===== config.mk =====
export PLATFORM = sky130hd
export DESIGN_NAME = url_percent_encoder_core
export DESIGN_NICKNAME = d
export VERILOG_FILES = /design/src/rtl/core/upe_pkg.sv /design/src/rtl/core/url_percent_encoder_core.sv /design/src/rtl/core/upe_encoder.sv /design/src/rtl/core/upe_serializer.sv
export SDC_FILE = /design/constraint.sdc
export NUM_CORES = 1
export LEC_CHECK = 0
export BUFFER_PORTS_ARGS = -buffer_cell sky130_fd_sc_hd__buf_2
export CAP_MARGIN = 30
export CORE_AREA = 2 2 76 114
export DETAILED_ROUTE_END_ITERATION = 6
export DIE_AREA = 0 0 78 116
export PLACE_DENSITY = 0.82
export SKIP_CTS_REPAIR_TIMING = 1
export SYNTH_ARGS = -nofsm -noshare
export SYNTH_HDL_FRONTEND = slang
export SYNTH_HIERARCHICAL = 1
export SYNTH_SLANG_ARGS = --single-unit

===== constraint.sdc =====
create_clock -name clk -period 11.1 [get_ports clk]
set_input_delay 0 -clock clk [delete_from_list [all_inputs] [get_ports clk]]
set_output_delay 0 -clock clk [all_outputs]
set_load 0.05 [all_outputs]

===== src/rtl/core/upe_pkg.sv =====
// Shared types and constants for the URL percent encoder.
// No dependencies; imported by every module of the block.
`default_nettype none

package upe_pkg;

    localparam int CHAR_W    = 16;
    localparam int BYTE_W    = 8;
    localparam int MAX_BYTES = 9;
    localparam int CNT_W     = 4;
    localparam int CFG_IDX_W = 8;

    // configuration register indexes
    localparam logic [CFG_IDX_W-1:0] REG_WIDE_INPUT    = 8'd0;
    localparam logic [CFG_IDX_W-1:0] REG_UPPERCASE_HEX = 8'd1;

    // encoded output of one character: bytes in emission order
    typedef struct packed {
        logic [MAX_BYTES-1:0][BYTE_W-1:0] bytes;
        logic [CNT_W-1:0]                 count;
    } enc_seq_t;

endpackage

`default_nettype wire


===== src/rtl/core/url_percent_encoder_core.sv =====
// Top level of the URL percent encoder: input register, config registers,
// encoder and output byte buffer. Depends on upe_pkg, upe_encoder, upe_serializer.
//
// Usage:
//   s_* carries one character code per transfer (16 bits; low 8 used in narrow
//   mode). A code of zero ends a string and produces nothing.
//   m_* carries encoded ASCII bytes, one per transfer; m_tlast marks the final
//   byte produced by an input character.
//   cfg_* writes the mode registers (index 0 wide_input, 1 uppercase_hex);
//   always ready, write only while the block is idle.
// Data path: an input character passes the input register, then the byte buffer,
// which presents its bytes on m_*.
// Throughput: one character per cycle while each gives one byte and m_tready is
// high; a character that expands to 3, 6 or 9 bytes holds the buffer until all
// of them have left through the single output byte port.
// Reset: both mode registers go to 1, all pipeline contents are dropped.
// Stall: when m_tready is low the buffer holds; the input register keeps one
// more character and then s_tready drops.
`default_nettype none

module url_percent_encoder_core (
    input  wire logic                           clk,
    input  wire logic                           rst_n,
    input  wire logic                           s_tvalid,
    output logic                                s_tready,
    input  wire logic [upe_pkg::CHAR_W-1:0]     s_tdata,   // [15:0] char_code
    output logic                                m_tvalid,
    input  wire logic                           m_tready,
    output logic [upe_pkg::BYTE_W-1:0]          m_tdata,   // [7:0] out_char
    output logic                                m_tlast,   // last_of_item
    input  wire logic                           cfg_valid,
    output logic                                cfg_ready,
    input  wire logic [upe_pkg::CFG_IDX_W-1:0]  cfg_index,
    input  wire logic                           cfg_data
);
    import upe_pkg::*;

    logic              wide_reg, upper_reg;
    logic              in_valid_reg;
    logic [CHAR_W-1:0] in_code_reg;
    enc_seq_t          seq;
    logic              can_load;
    logic              in_adv;
    logic              buf_load;

    assign cfg_ready = 1'b1;

    always_ff @(posedge clk or negedge rst_n)
    begin
        if (!rst_n)
        begin
            wide_reg  <= 1'b1;
            upper_reg <= 1'b1;
        end
        else if (cfg_valid)
        begin
            unique case (cfg_index)
                REG_WIDE_INPUT:    wide_reg  <= cfg_data;
                REG_UPPERCASE_HEX: upper_reg <= cfg_data;
                default:           ;
            endcase
        end
    end

    upe_encoder u_enc (
        .char_code     (in_code_reg),
        .wide_input    (wide_reg),
        .uppercase_hex (upper_reg),
        .seq           (seq)
    );

    // end marks leave the input register without touching the buffer
    assign in_adv   = in_valid_reg && (seq.count == '0 || can_load);
    assign buf_load = in_adv && (seq.count != '0);
    assign s_tready = !in_valid_reg || in_adv;

    always_ff @(posedge clk or negedge rst_n)
    begin
        if (!rst_n)
            in_valid_reg <= 1'b0;
        else if (s_tready)
            in_valid_reg <= s_tvalid;
    end

    always_ff @(posedge clk)
    begin
        if (s_tready && s_tvalid)
            in_code_reg <= s_tdata;
    end

    upe_serializer u_ser (
        .clk      (clk),
        .rst_n    (rst_n),
        .load     (buf_load),
        .seq      (seq),
        .can_load (can_load),
        .m_tvalid (m_tvalid),
        .m_tready (m_tready),
        .m_tdata  (m_tdata),
        .m_tlast  (m_tlast)
    );

endmodule

`default_nettype wire


===== src/rtl/core/upe_encoder.sv =====
// Combinational encoder: one character code to its percent-encoded byte run.
// Depends on upe_pkg.
`default_nettype none

module upe_encoder (
    input  wire logic [upe_pkg::CHAR_W-1:0] char_code,
    input  wire logic                       wide_input,
    input  wire logic                       uppercase_hex,
    output upe_pkg::enc_seq_t               seq
);
    import upe_pkg::*;

    logic [CHAR_W-1:0]      c;
    logic                   is_pass;
    logic [2:0][BYTE_W-1:0] utf;
    logic [1:0]             nb;

    function automatic logic [BYTE_W-1:0] hex_digit(input logic [3:0] nib, input logic upper);
        logic [BYTE_W-1:0] base;
        base = upper ? 8'h41 : 8'h61;
        if (nib < 4'd10)
            hex_digit = 8'h30 + {4'd0, nib};
        else
            hex_digit = base + {4'd0, nib} - 8'd10;
    endfunction

    assign c = wide_input ? char_code : {8'd0, char_code[7:0]};

    assign is_pass = (c >= 16'h61 && c <= 16'h7a) || (c >= 16'h41 && c <= 16'h5a) ||
                     (c >= 16'h30 && c <= 16'h39) || c == 16'h2d || c == 16'h5f ||
                     c == 16'h2e;

    always_comb
    begin
        utf = '0;
        if (!wide_input || c < 16'h0080)
        begin
            nb     = 2'd1;
            utf[0] = c[7:0];
        end
        else if (c < 16'h0800)
        begin
            nb     = 2'd2;
            utf[0] = 8'hc0 | {3'd0, c[10:6]};
            utf[1] = 8'h80 | {2'd0, c[5:0]};
        end
        else
        begin
            nb     = 2'd3;
            utf[0] = 8'he0 | {4'd0, c[15:12]};
            utf[1] = 8'h80 | {2'd0, c[11:6]};
            utf[2] = 8'h80 | {2'd0, c[5:0]};
        end
    end

    always_comb
    begin
        seq = '0;
        if (c == '0)
        begin
            seq.count = '0;
        end
        else if (c == 16'h20)
        begin
            seq.bytes[0] = 8'h2b;
            seq.count    = 4'd1;
        end
        else if (is_pass)
        begin
            seq.bytes[0] = c[7:0];
            seq.count    = 4'd1;
        end
        else
        begin
            for (int i = 0; i < 3; i++)
            begin
                seq.bytes[3*i]   = 8'h25;
                seq.bytes[3*i+1] = hex_digit(utf[i][7:4], uppercase_hex);
                seq.bytes[3*i+2] = hex_digit(utf[i][3:0], uppercase_hex);
            end
            seq.count = (nb == 2'd1) ? 4'd3 : ((nb == 2'd2) ? 4'd6 : 4'd9);
        end
    end

endmodule

`default_nettype wire


===== src/rtl/core/upe_serializer.sv =====
// Byte run buffer: holds one encoded run and sends it one byte per transfer.
// Depends on upe_pkg.
`default_nettype none

module upe_serializer (
    input  wire logic                      clk,
    input  wire logic                      rst_n,
    input  wire logic                      load,
    input  wire upe_pkg::enc_seq_t         seq,
    output logic                           can_load,
    output logic                           m_tvalid,
    input  wire logic                      m_tready,
    output logic [upe_pkg::BYTE_W-1:0]     m_tdata,   // [7:0] out_char
    output logic                           m_tlast    // last_of_item
);
    import upe_pkg::*;

    logic [MAX_BYTES-1:0][BYTE_W-1:0] bytes_reg;
    logic [CNT_W-1:0]                 cnt_reg;
    logic [CNT_W-1:0]                 idx_reg, idx_next;
    logic                             valid_reg, valid_next;
    logic                             at_last;

    assign at_last  = (idx_reg == cnt_reg - 4'd1);
    assign can_load = !valid_reg || (m_tready && at_last);
    assign m_tvalid = valid_reg;
    assign m_tdata  = bytes_reg[idx_reg];
    assign m_tlast  = at_last;

    always_comb
    begin
        valid_next = valid_reg;
        idx_next   = idx_reg;
        if (load)
        begin
            valid_next = 1'b1;
            idx_next   = '0;
        end
        else if (valid_reg && m_tready)
        begin
            if (at_last)
                valid_next = 1'b0;
            else
                idx_next = idx_reg + 4'd1;
        end
    end

    always_ff @(posedge clk or negedge rst_n)
    begin
        if (!rst_n)
        begin
            valid_reg <= 1'b0;
            idx_reg   <= '0;
        end
        else
        begin
            valid_reg <= valid_next;
            idx_reg   <= idx_next;
        end
    end

    always_ff @(posedge clk)
    begin
        if (load)
        begin
            bytes_reg <= seq.bytes;
            cnt_reg   <= seq.count;
        end
    end

endmodule

`default_nettype wire

# After elaboration in Yosys (flattened, before gate mapping)
# Cells that the tools add are included.
# W data, S select, Z words.
dict set report word_totals {
  ff_bits 100
  output_inout_bits 12
}
dict set report op_classes {
  addsub 20
  magnitude_cmp 15
  n_eq_ne 9
  mux 28
  bitwise 1
  reduce_logical 33
}
# op n
set op_table {}
lappend op_table {{$mux W8} 9}
lappend op_table {{$add A8 B4 Y8} 6}
lappend op_table {{$eq A16 B6 Y1 const B} 3}
lappend op_table {{$sub A8 B4 Y8 const B} 6}
lappend op_table {{$mux W46} 1}
lappend op_table {{$add A6 B4 Y7 const A} 6}
lappend op_table {{$bmux W8 S4} 1}
lappend op_table {{$ge A16 B7 Y1 const B} 2}
lappend op_table {{$le A16 B7 Y1 const B} 2}
lappend op_table {{$mux W16} 2}
lappend op_table {{$lt A4 B4 Y1 const B} 6}
lappend op_table {{$mux W4} 6}
lappend op_table {{$mux W10} 2}
lappend op_table {{$eq A16 B7 Y1 const B} 1}
lappend op_table {{$ge A16 B6 Y1 const B} 1}
lappend op_table {{$le A16 B6 Y1 const B} 1}
lappend op_table {{$logic_not A16 Y1} 1}
lappend op_table {{$lt A16 B12 Y1 const B} 1}
lappend op_table {{$lt A16 B8 Y1 const B} 1}
lappend op_table {{$mux W14} 1}
lappend op_table {{$logic_or A1 B1 Y1} 9}
lappend op_table {{$eq A8 B1 Y1 const B} 1}
lappend op_table {{$logic_and A1 B1 Y1} 8}
lappend op_table {{$logic_not A8 Y1} 1}
lappend op_table {{other kinds (18)} 28}

# Logic depth before layout (Yosys ltp)
# Gate-level depths: netlist of run 1.
dict set report logic_depth {
  ltp_word 17
  depth_mapped 13
  depth_no_buf 11
}

# Modules after synthesis
# Netlist of run 1, hierarchy kept.
# mod n_inst cells_per_inst area_per_inst_um2 seq_area_each_um2
set modules_own_cells {}
lappend modules_own_cells {upe_serializer 1 157 3189.3 2407.3}
lappend modules_own_cells {upe_encoder 1 191 1224.9 0.0}
lappend modules_own_cells {url_percent_encoder_core 1 35 659.4 558.0}

# Worst setup path before layout of run 1
# OpenSTA, ideal clock, no wires.
dict set report synth_path {
  path_kind {register to register}
  startpoint {register u_ser.cnt_reg[0]}
  endpoint {register u_ser.idx_reg[2]}
  setup_ns 0.121
  arrival_ns 6.083
  required_ns 10.979
  setup_slack_ns 4.896
  stages_incl_launch_ff 12
  path_buffers 0
  cell_sequence {edfxtp_1 inv_1 ha_1 xnor2_1 nor4b_1 a22o_1 a21bo_2 inv_1 nor2_1 nand2b_1 a21oi_1 a31o_1}
}
dict set report synth_between {
  elab_chain_cells 9
  word_cells_on_any_way 11
  cone_classes {add/sub: 1; eq/ne: 2; mux: 1; reduce/logical: 7}
}
# element line_no
set synth_rtl {}
lappend synth_rtl {{start, declared} upe_serializer.sv:19} ;# logic [CNT_W-1:0] cnt_reg;
lappend synth_rtl {{start signal, assigned} upe_serializer.sv:67} ;# cnt_reg <= seq.count;
lappend synth_rtl {{$sub A4 B1 Y4 (*)} upe_serializer.sv:24} ;# assign at_last = (idx_reg == cnt_reg - 4'd1);
lappend synth_rtl {{$eq A4 B4 Y1 (*)} upe_serializer.sv:24}
lappend synth_rtl {{net m_tlast} url_percent_encoder_core.sv:30} ;# output logic m_tlast,
lappend synth_rtl {{$logic_and A1 B1 Y1 (*)} upe_serializer.sv:25} ;# assign can_load = !valid_reg || (m_tready && at_last);
lappend synth_rtl {{$logic_or A1 B1 Y1 (*)} upe_serializer.sv:25}
lappend synth_rtl {{net can_load} url_percent_encoder_core.sv:42} ;# logic can_load;
lappend synth_rtl {{$logic_or A1 B1 Y1 (*)} url_percent_encoder_core.sv:73} ;# assign in_adv = in_valid_reg && (seq.count == '0 || can_load);
lappend synth_rtl {{$logic_and A1 B1 Y1 (*)} url_percent_encoder_core.sv:73}
lappend synth_rtl {{$logic_and A1 B1 Y1 (*)} url_percent_encoder_core.sv:74} ;# assign buf_load = in_adv && (seq.count != '0);
lappend synth_rtl {{net buf_load} url_percent_encoder_core.sv:44} ;# logic buf_load;
lappend synth_rtl {{$ne A2 B2 Y1 (no source line) / $reduce_bool A2 Y1 (equally long branches)} -}
lappend synth_rtl {{$reduce_and A2 Y1 (no source line)} -}
lappend synth_rtl {{end signal, assigned} upe_serializer.sv:58} ;# idx_reg <= idx_next;
lappend synth_rtl {{end, declared} upe_serializer.sv:20} ;# logic [CNT_W-1:0] idx_reg, idx_next;
# The timed path passes the listed nets; every way through them passes the cells marked *.
# A chain may end at the register's enable or synchronous reset.

==> results of run 1 <==
cells by family (layout without fill, tap and decap cells):
| logic type | Yosys count | count (layout) | share of synthesized area, % |
|---|---|---|---|
| other | 2 | 18 | 0.148 |
| DFF | 100 | 100 | 58.4 |
| AOI/OAI and AO/OA | 73 | 73 | 11.0 |
| muxes | 31 | 31 | 10.2 |
| buffers and inverters | 56 | 91 | 6.04 |
| adders and majority gates | 6 | 6 | 1.48 |
| xor gates and xnor gates | 12 | 12 | 2.07 |
| and+or+nand+nor | 103 | 103 | 10.7 |
worst register-to-register path: cells and delay by family (launching register included):
family | cells | cell delay, ns
AND/OR/NAND/NOR | 5 | 1.43
AO/OA/AOI/OAI | 5 | 1.75
flip-flops | 1 | 0.46
buffers and inverters | 1 | 0.42
stage by stage:
| stage | area, sq um | setup slack (ns) |
|---|---|---|
| finish | 5710 | 6.99 |
| global route | 5710 | 6.78 |
| global placement | 5250 | 7.24 |
| floorplan | 5130 | 4.90 |
| detailed placement | 5250 | 7.01 |
| CTS | 5520 | 7.01 |
report_power, final:
group          leakage (nW)  internal [mW]  switching (mW)
Clock                 0.134          0.172           0.119
Combinational         0.960          0.209           0.412
Sequential            0.937          0.571          0.0696
Total                  2.03          0.952           0.601
worst max-delay path by stage:
stage / slack, ns / startpoint / to
after floorplan: 4.90 / u_ser/cnt_reg[0] / u_ser/idx_reg[2]
after global placement: 7.24 / in_code_reg[13] / u_ser/idx_reg[2]
after detailed placement: 7.01 / in_code_reg[13] / u_ser/idx_reg[2]
after CTS: 7.01 / in_code_reg[13] / u_ser/idx_reg[2]
after global routing: 6.78 / in_code_reg[13] / u_ser/idx_reg[2]
final: 6.99 / in_code_reg[13] / u_ser/idx_reg[2]
per-layer routing:
metal	wire length [microns]	global-route usage (%)	vias up
li1	-	-	1495
met1	3750	26.4	1552
met2	5330	39.6	131
met3	554	4.75	24
met4	377	12.5	0
met5	0	0	-
area by class of cell:
cell class	count	area share [%]
Multi-Input combinational cell	243	32.7
Tap cell	105	2.30
Inverter	13	0.855
Sequential cell	100	51.9
Clock inverter	3	0.679
Clock buffer	12	4.14
Timing Repair Buffer	63	7.36
cell usage in the layout (no fill, tap or decap), types with 3 or more instances in the layout:
cell type,n
buf_2,40
mux2_1,4
nand2_1,31
inv_1,12
nor2_1,27
conb_1,18
dlygate4sd3_1,19
nand2b_1,4
o21ai_0,12
nor3_1,4
clkbuf_16,9
nand3_1,3
mux2i_1,11
clkbuf_1,3
mux4_2,16
edfxtp_1,92
a21oi_1,19
ha_1,6
a31oi_1,8
dfrtp_1,6
and3_1,7
xor2_1,5
xnor2_1,7
nor2b_1,7
buf_4,4
==> results.sh, run 1 <==
export IMPL_drc=0
export IMPL_crit_cells=11
export IMPL_grt_pass1_wl_microns=15100
export IMPL_drtPass1Iterations=7
export IMPL_status="finished clean"
export IMPL_crit_family="compound AO/OA/AOI/OAI gates"
export IMPL_start_kind="flip-flop"
export IMPL_antenna_found_initial=0
export IMPL_fp_coreArea_sq_um=8010
export IMPL_clock_tree_buffer_depth=2
export IMPL_max_freq_mhz=243
export IMPL_yosysUniqueCellTypes=68
export IMPL_fin_cells=539
export IMPL_r2r_setup_slack_ns=6.99
export IMPL_rsz0062_at_grt="false"
export IMPL_hold_ws_ns=0.00639
export IMPL_criticalPathCategory="flip-flop to flip-flop"
export IMPL_synth_warnings=6
export IMPL_syn_cell_area_sq_um=5070
export IMPL_syn_area_per_cell_sq_um=13.2
export IMPL_power_density_nw_per_um2=272
export IMPL_placed_cells=505
export IMPL_multiInputGateArea_sq_um=1870
export IMPL_dpl_hpwl_microns=6710
export IMPL_utilization_pct=71.3
export IMPL_cp_arrival_ns=4.39
export IMPL_cts_tree="done"
export IMPL_slew_viol_final=0
export IMPL_ys_flop_type="edfxtp_1"
export IMPL_rr_startpoint="in_code_reg[13]"
export IMPL_synth_common_cells="edfxtp_1 (92), nand2_1 (31), nor2_1 (28)"
export IMPL_htreeDepth=3
export IMPL_gr_usage_all_layers_pct=22.8
export IMPL_via_per_inst=5.94
export IMPL_final_nets=466
export IMPL_async_reset_ff_share_pct=8.00
export IMPL_synth_top_area_share_pct=54.5
export IMPL_ys_seq_area_share_pct=58.4
export IMPL_cpPeakStageDelay_ns=0.70
export IMPL_endpoint_kind="flip-flop"
export IMPL_hold_end="u_ser/m_tvalid"
export IMPL_ir_drop_uv=284
export IMPL_grt_max_degree=84
export IMPL_hp_start="m_tready"
export IMPL_row_count=40
export IMPL_io_pins=42
export IMPL_drv_cap=0
export IMPL_numClockSinks=100
export IMPL_drtIter0Drc=243
export IMPL_insertion_delay_ns=0.34
export IMPL_setup_viol=0
export IMPL_period_minus_slack_ns=4.11
export IMPL_path_buf_inv=1
export IMPL_p_leak_nw=2.03
export IMPL_tightest_slew_ns=0.982
export IMPL_synth_seq_cells=100
export IMPL_path_max_fanout=83
export IMPL_clock_skew_ns=0.00557
export IMPL_total_power_mw=1.55
export IMPL_path_cells="or4_4, o31ai_2, nor2b_1, o21a_2, nor2_1, o41ai_1, nor2_4, buf_4, nand2b_1, a21oi_1, a31o_1"
export IMPL_fillers=549
export IMPL_drtAntennaViolNets=0
export IMPL_largest_register_ffs=72
export IMPL_antenna_cells=0
export IMPL_yosysTopAreaCell="edfxtp_1"
export IMPL_cp_slowest_cell="o41ai_1"
export IMPL_post_drt_wl_per_cell_microns=18.6
export IMPL_seq_area_sq_um=2970
export IMPL_via_count=3202
export IMPL_synth_edff_count=92
export IMPL_die_w_microns=78
export IMPL_yosysMostFrequentCell="edfxtp_1"
export IMPL_hold_viol=0
export IMPL_cts_made_buffers=9
export IMPL_wl_microns=10000
export IMPL_clkSlewWorstSetupHoldPaths_ns=0.06
export IMPL_die_h_microns=116
export IMPL_placement_io_buffers=40
export IMPL_syn_to_final_growth_pct=12.6
export IMPL_final_layout_size_suffix_gt1_share_pct=21.4
export IMPL_gp_congestion=0.997
export IMPL_r2r_cells=11
export IMPL_relSlewSlack_pct=34.5
export IMPL_tns_ns=0
export IMPL_rr_endpoint="u_ser/idx_reg[2]"
export IMPL_synth_cells=383
export IMPL_holdPathStages=3
export IMPL_die_area_sq_um=9050
export IMPL_cts_root_buf="clkbuf_16"
export IMPL_netlist_top_cells_area="edfxtp_1 (54%), mux4_2 (7.1%), buf_4 (3.6%), dfrtp_1 (3.0%), nand2_1 (2.3%)"
export IMPL_start_util_pct=63.4
export IMPL_period_share_pct=37.1
export IMPL_hold_path_class="primary input to flip-flop"
export IMPL_grt_ovfl_total=0
export IMPL_grt_pass1_vias=3062
export IMPL_cp_required_ns=11.38
(Power assumes the default switching activity.)
==> run 2: changes to the inputs <==
--- a/config.mk
+++ b/config.mk
@@ -7,10 +7,10 @@
 export LEC_CHECK = 0
 export BUFFER_PORTS_ARGS = -buffer_cell sky130_fd_sc_hd__buf_2
 export CAP_MARGIN = 30
-export CORE_AREA = 2 2 76 114
+export CORE_AREA = 2 2 78 117
 export DETAILED_ROUTE_END_ITERATION = 6
-export DIE_AREA = 0 0 78 116
-export PLACE_DENSITY = 0.82
+export DIE_AREA = 0 0 80 119
+export PLACE_DENSITY = 0.79
 export SKIP_CTS_REPAIR_TIMING = 1
 export SYNTH_ARGS = -nofsm -noshare
 export SYNTH_HDL_FRONTEND = slang
==> constraint.sdc (replaced) <==
create_clock -name clk -period 4.07 [get_ports clk]
set_input_delay 0 -clock clk [delete_from_list [all_inputs] [get_ports clk]]
set_output_delay 0 -clock clk [all_outputs]
set_load 0.05 [all_outputs]
==> run 2 against run 1 <==
Compared with the run above:
- via count grew 1.6%
- utilization shrank 3.8 points
- sequential power grew to 2.7 times the previous value
- maximum frequency grew 16%
- largest cell class unchanged
- largest power group is now combinational cells
==> results.sh, run 2 (synthesis results as in run 1) <==
export IMPL_htreeDepth=3
export IMPL_rsz0062_at_grt="false"
export IMPL_insertion_delay_ns=0.34
export IMPL_drtIter0Drc=215
export IMPL_utilization_pct=67.5
export IMPL_crit_family="simple AND/OR/NAND/NOR gates"
export IMPL_grt_ovfl_total=0
export IMPL_numClockSinks=100
export IMPL_setup_viol=0
export IMPL_cp_required_ns=4.11
export IMPL_row_count=42
export IMPL_status="finished clean"
export IMPL_relSlewSlack_pct=51.7
export IMPL_grt_max_degree=30
export IMPL_clock_skew_ns=0.00509
export IMPL_drc=0
export IMPL_post_drt_wl_per_cell_microns=18.4
export IMPL_p_leak_nw=2.09
export IMPL_final_layout_size_suffix_gt1_share_pct=23.8
export IMPL_grt_pass1_wl_microns=15800
export IMPL_cts_root_buf="clkbuf_16"
export IMPL_dpl_hpwl_microns=6990
export IMPL_r2r_setup_slack_ns=0.52
export IMPL_drv_cap=0
export IMPL_placement_io_buffers=40
export IMPL_gr_usage_all_layers_pct=22.5
export IMPL_cts_tree="done"
export IMPL_path_buf_inv=1
export IMPL_fillers=628
export IMPL_period_minus_slack_ns=3.55
export IMPL_final_common_cell="edfxtp_1"
export IMPL_tns_ns=0
export IMPL_cp_endpoint="in_code_reg[14]"
export IMPL_via_count=3254
export IMPL_gp_congestion=0.913
export IMPL_cpPeakStageDelay_ns=0.68
export IMPL_wl_microns=10200
export IMPL_die_area_sq_um=9520
export IMPL_clkSlewWorstSetupHoldPaths_ns=0.07
export IMPL_most_common_layout_cells="edfxtp_1 (92), buf_2 (40), nand2_1 (31), nor2_1 (27)"
export IMPL_max_freq_mhz=282
export IMPL_tightest_slew_ns=0.722
export IMPL_rr_startpoint="in_code_reg[13]"
export IMPL_crit_cells=9
export IMPL_start_kind="flip-flop"
export IMPL_drtAntennaViolNets=0
export IMPL_antenna_cells=0
export IMPL_fp_coreArea_sq_um=8620
export IMPL_start_util_pct=58.9
export IMPL_ir_drop_uv=680
export IMPL_endpoint_kind="flip-flop"
export IMPL_cts_made_buffers=9
export IMPL_cp_arrival_ns=3.59
export IMPL_period_share_pct=87.2
export IMPL_path_cells="or4_4, o31ai_2, nor2b_1, o21a_2, nor2_1, o41ai_1, nor2_1, nor2b_1, buf_4"
export IMPL_antenna_found_initial=0
export IMPL_multiInputGateArea_sq_um=1870
export IMPL_path_max_fanout=16
export IMPL_seq_area_sq_um=2970
export IMPL_via_per_inst=5.89
export IMPL_hold_path_class="primary input to flip-flop"
export IMPL_largest_register_ffs=72
export IMPL_clock_tree_buffer_depth=2
export IMPL_io_pins=42
export IMPL_drtPass1Iterations=5
export IMPL_die_w_microns=80
export IMPL_final_nets=473
export IMPL_criticalPathCategory="flip-flop to flip-flop"
export IMPL_die_h_microns=119
export IMPL_grt_pass1_vias=3210
export IMPL_slew_viol_final=0
export IMPL_syn_to_final_growth_pct=14.7
export IMPL_r2r_cells=9
export IMPL_rr_endpoint="in_code_reg[14]"
export IMPL_cp_slowest_cell="o41ai_1"
export IMPL_hold_viol=0
export IMPL_critPathLaunch="in_code_reg[13]"
export IMPL_power_density_nw_per_um2=749
-- run 2: changes by cell type in the layout (fill, tap and decap cells not counted) --
cell and delta:
clkinv_2 +1, buf_4 +5, clkinv_1 -1, buf_12 +2, clkinv_4 +2, clkbuf_1 -3, inv_6 +2
-- run 2: layer usage --
metal | GRT usage [%] | vias up | wire, microns
met1 | 26.4 | 1590 | 3840
met2 | 39.5 | 134 | 5570
met4 | 9.32 | 0 | 222
met3 | 4.77 | 22 | 523
met5 | 0 | - | 0
li1 | - | 1508 | -
-- run 2: per-stage QoR --
| step | hold slack [ns] | instance area (sq um) | std cells | setup WS [ns] | total power, mW |
|---|---|---|---|---|---|
| final | 0.00726 | 5820 | 552 | 0.520 | 4.36 |
| after global routing | 0.0301 | 5820 | 552 | 0.291 | 4.57 |
| after CTS | -0.507 | 5630 | 533 | 0.557 | 4.37 |
| after detailed placement | -0.134 | 5330 | 517 | 0.578 | 3.52 |
| after global placement | -0.147 | 5330 | 517 | 0.701 | 3.46 |
| after floorplan | -0.296 | 5140 | 399 | 0.0981 | 3.07 |
-- run 2: power breakdown --
| part | leakage [nW] | internal, mW | switching, mW |
|---|---|---|---|
| clock network | 0.150 | 0.480 | 0.364 |
| logic | 1.00 | 0.632 | 1.19 |
| registers | 0.937 | 1.55 | 0.150 |
| total | 2.09 | 2.66 | 1.70 |
-- run 2: area by class of cell --
| class | instances | share of cell area, % |
|---|---|---|
| clock buffer | 9 | 3.87 |
| clock inverter | 7 | 1.29 |
| inverter | 13 | 0.839 |
| multi-input combinational | 243 | 32.1 |
| sequential | 100 | 51.0 |
| tap | 110 | 2.37 |
| timing repair buffer | 70 | 8.56 |
-- run 2: how the worst min path moves through the flow --
stage,from,endpoint,slack (ns),cells past startpoint
2_1_floorplan,rst_n,in_valid_reg,-0.30,0
3_3_place_gp,rst_n,u_ser/m_tvalid,-0.15,1
3_5_place_dp,rst_n,u_ser/m_tvalid,-0.13,1
4_1_cts,rst_n,u_ser/m_tvalid,-0.51,1
5_1_grt,cfg_index[0],wide_reg,0.03,3
6_report,m_tready,u_ser/m_tvalid,0.007,3
-- run 2: tightest hold or removal path, cell delays in order --
cell and delay [ns]:
buf_2 0.09, a21bo_2 0.16, nand2b_1 0.06
==> run 3: changes to the inputs <==
--- a/config.mk
+++ b/config.mk
@@ -5,12 +5,12 @@
 export SDC_FILE = /design/constraint.sdc
 export NUM_CORES = 1
 export LEC_CHECK = 0
-export BUFFER_PORTS_ARGS = -buffer_cell sky130_fd_sc_hd__buf_2
 export CAP_MARGIN = 30
-export CORE_AREA = 2 2 78 117
+export CORE_AREA = 2 2 76 115
 export DETAILED_ROUTE_END_ITERATION = 6
-export DIE_AREA = 0 0 80 119
-export PLACE_DENSITY = 0.79
+export DIE_AREA = 0 0 78 117
+export DONT_BUFFER_PORTS = 1
+export PLACE_DENSITY = 0.77
 export SKIP_CTS_REPAIR_TIMING = 1
 export SYNTH_ARGS = -nofsm -noshare
 export SYNTH_HDL_FRONTEND = slang
==> run 3 against run 2 <==
Compared with the run above:
- sequential share of layout area is 2.3 points higher
- via count fell by 5.0%
- clock skew down 0.00072 ns
- final area fell by 4.3%
- critical endpoint is now s_tready
- cell count fell by 7.8%
- critical path depth is 1 lower
- maximum frequency decreased by 0.68%
==> results.sh, run 3 (synthesis results as in run 1) <==
export IMPL_status="finished clean"
export IMPL_htreeDepth=3
export IMPL_slew_viol_final=0
export IMPL_utilization_pct=67.9
export IMPL_gr_usage_all_layers_pct=23.0
export IMPL_antenna_found_initial=0
export IMPL_period_minus_slack_ns=3.57
export IMPL_power_frac_clock_pct=18.1
export IMPL_antenna_cells=0
export IMPL_grt_pass1_vias=2946
export IMPL_criticalPathCategory="flip-flop to output pin"
export IMPL_row_count=41
export IMPL_cts_tree="done"
export IMPL_power_switching_mw=1.65
export IMPL_relSlewSlack_pct=30.7
export IMPL_gp_congestion=0.941
export IMPL_grt_max_degree=73
export IMPL_wl_microns=9930
export IMPL_placement_io_buffers=0
export IMPL_crit_top_cell="nor2_1"
export IMPL_start_kind="flip-flop"
export IMPL_clock_tree_buffer_depth=2
export IMPL_internal_power_mw=2.49
export IMPL_p_sw_share_pct=39.8
export IMPL_hold_path_class="primary input to asynchronous set/reset pin"
export IMPL_power_share_combinational_pct=40.1
export IMPL_dpl_hpwl_microns=6890
export IMPL_drtPass1Iterations=5
export IMPL_hold_viol=0
export IMPL_die_h_microns=117
export IMPL_post_drt_wl_per_cell_microns=19.5
export IMPL_fp_coreArea_sq_um=8210
export IMPL_die_area_sq_um=9130
export IMPL_cp_arrival_ns=3.57
export IMPL_path_max_fanout=6
export IMPL_drtAntennaViolNets=0
export IMPL_clock_skew_ns=0.00437
export IMPL_grt_ovfl_total=0
export IMPL_rsz0062_at_grt="false"
export IMPL_via_count=3090
export IMPL_insertion_delay_ns=0.34
export IMPL_cp_required_ns=4.07
export IMPL_endpoint_kind="output pin"
export IMPL_die_w_microns=78
export IMPL_via_per_inst=6.07
export IMPL_final_common_cell="edfxtp_1"
export IMPL_seqPwrFrac_pct=41.8
export IMPL_clkSlewWorstSetupHoldPaths_ns=0.06
export IMPL_path_cells="or4_4, o31ai_2, nor2b_1, o21a_2, nor2_1, o41ai_1, nor2_1, inv_1"
export IMPL_drtIter0Drc=285
export IMPL_cts_root_buf="clkbuf_16"
export IMPL_power_density_nw_per_um2=742
export IMPL_tightest_slew_ns=1.03
export IMPL_cts_made_buffers=9
export IMPL_final_layout_size_suffix_gt1_share_pct=14.4
export IMPL_tns_ns=0
export IMPL_p_leak_nw=1.91
export IMPL_setup_viol=0
export IMPL_cpPeakStageDelay_ns=0.69
export IMPL_place_area_sq_um=5090
export IMPL_most_common_layout_cells="edfxtp_1 (92), nand2_1 (31), nor2_1 (27), dlygate4sd3_1 (22), a21oi_1 (19)"
export IMPL_numClockSinks=100
export IMPL_io_pins=42
export IMPL_final_nets=433
export IMPL_start_util_pct=61.8
export IMPL_design_area_sq_um=5570
export IMPL_max_freq_mhz=280
export IMPL_period_share_pct=87.8
export IMPL_grt_pass1_wl_microns=15200
export IMPL_drv_cap=0
export IMPL_ir_drop_uv=504
export IMPL_syn_to_final_growth_pct=9.77
export IMPL_cp_slowest_cell="o41ai_1"
export IMPL_drc=0
export IMPL_largest_register_ffs=72
==> run 3: final timing paths <==
check,from,end,slack [ns],cells past startpoint
max reg2reg,in_code_reg[13],in_code_reg[7],0.53,9
min in group clk,cfg_index[5],wide_reg,0.03,3
min reg2reg,in_code_reg[5],u_ser/bytes_reg[5],0.65,2
max,in_code_reg[13],s_tready,0.50,8
min,rst_n,u_ser/m_tvalid,0.02,1
max in group asynchronous,rst_n,wide_reg,3.73,1
==> run 3: cell type report <==
type                    count  area, sq um
clock buffers              10          229
clock inverters             6         30.0
fillers                   594         2640
inverters                  13         48.8
multi-input cells         243         1870
flip-flops and latches    100         2970
well taps                 107          134
repair buffers             30          293
==> run 3: per-layer routing <==
| metal | wire (microns) | GRT usage (%) |
|---|---|---|
| met5 | 0 | 0 |
| met4 | 405 | 13.3 |
| met3 | 612 | 5.75 |
| met2 | 5200 | 38.7 |
| met1 | 3710 | 27.1 |
==> run 3: critical path: cells and delay by family, from the launching register on <==
kind | cells | cell delay [ns]
flip-flops | 1 | 0.45
AO/OA/AOI/OAI | 3 | 1.26
AND/OR/NAND/NOR | 4 | 1.15
buffers and inverters | 1 | 0.37
==> run 3: power by group through the flow <==
stage	sequential (mW)	clock [mW]	combinational, mW
6_report	1.73	0.749	1.66
3_5_place_dp	1.75	0	1.64
3_3_place_gp	1.73	0	1.62
4_1_cts	1.73	0.764	1.65
2_1_floorplan	1.67	0	1.40
5_1_grt	1.75	0.808	1.77
==> run 3: per-stage QoR <==
step / setup WS (ns) / power [mW] / std cells / hold slack (ns)
3_3_place_gp: 0.665 / 3.35 / 471 / -0.295
3_5_place_dp: 0.598 / 3.39 / 471 / -0.295
4_1_cts: 0.473 / 4.14 / 487 / -0.666
6_report: 0.495 / 4.13 / 509 / 0.0184
2_1_floorplan: 0.0981 / 3.07 / 399 / -0.296
5_1_grt: 0.259 / 4.34 / 509 / 0.0341
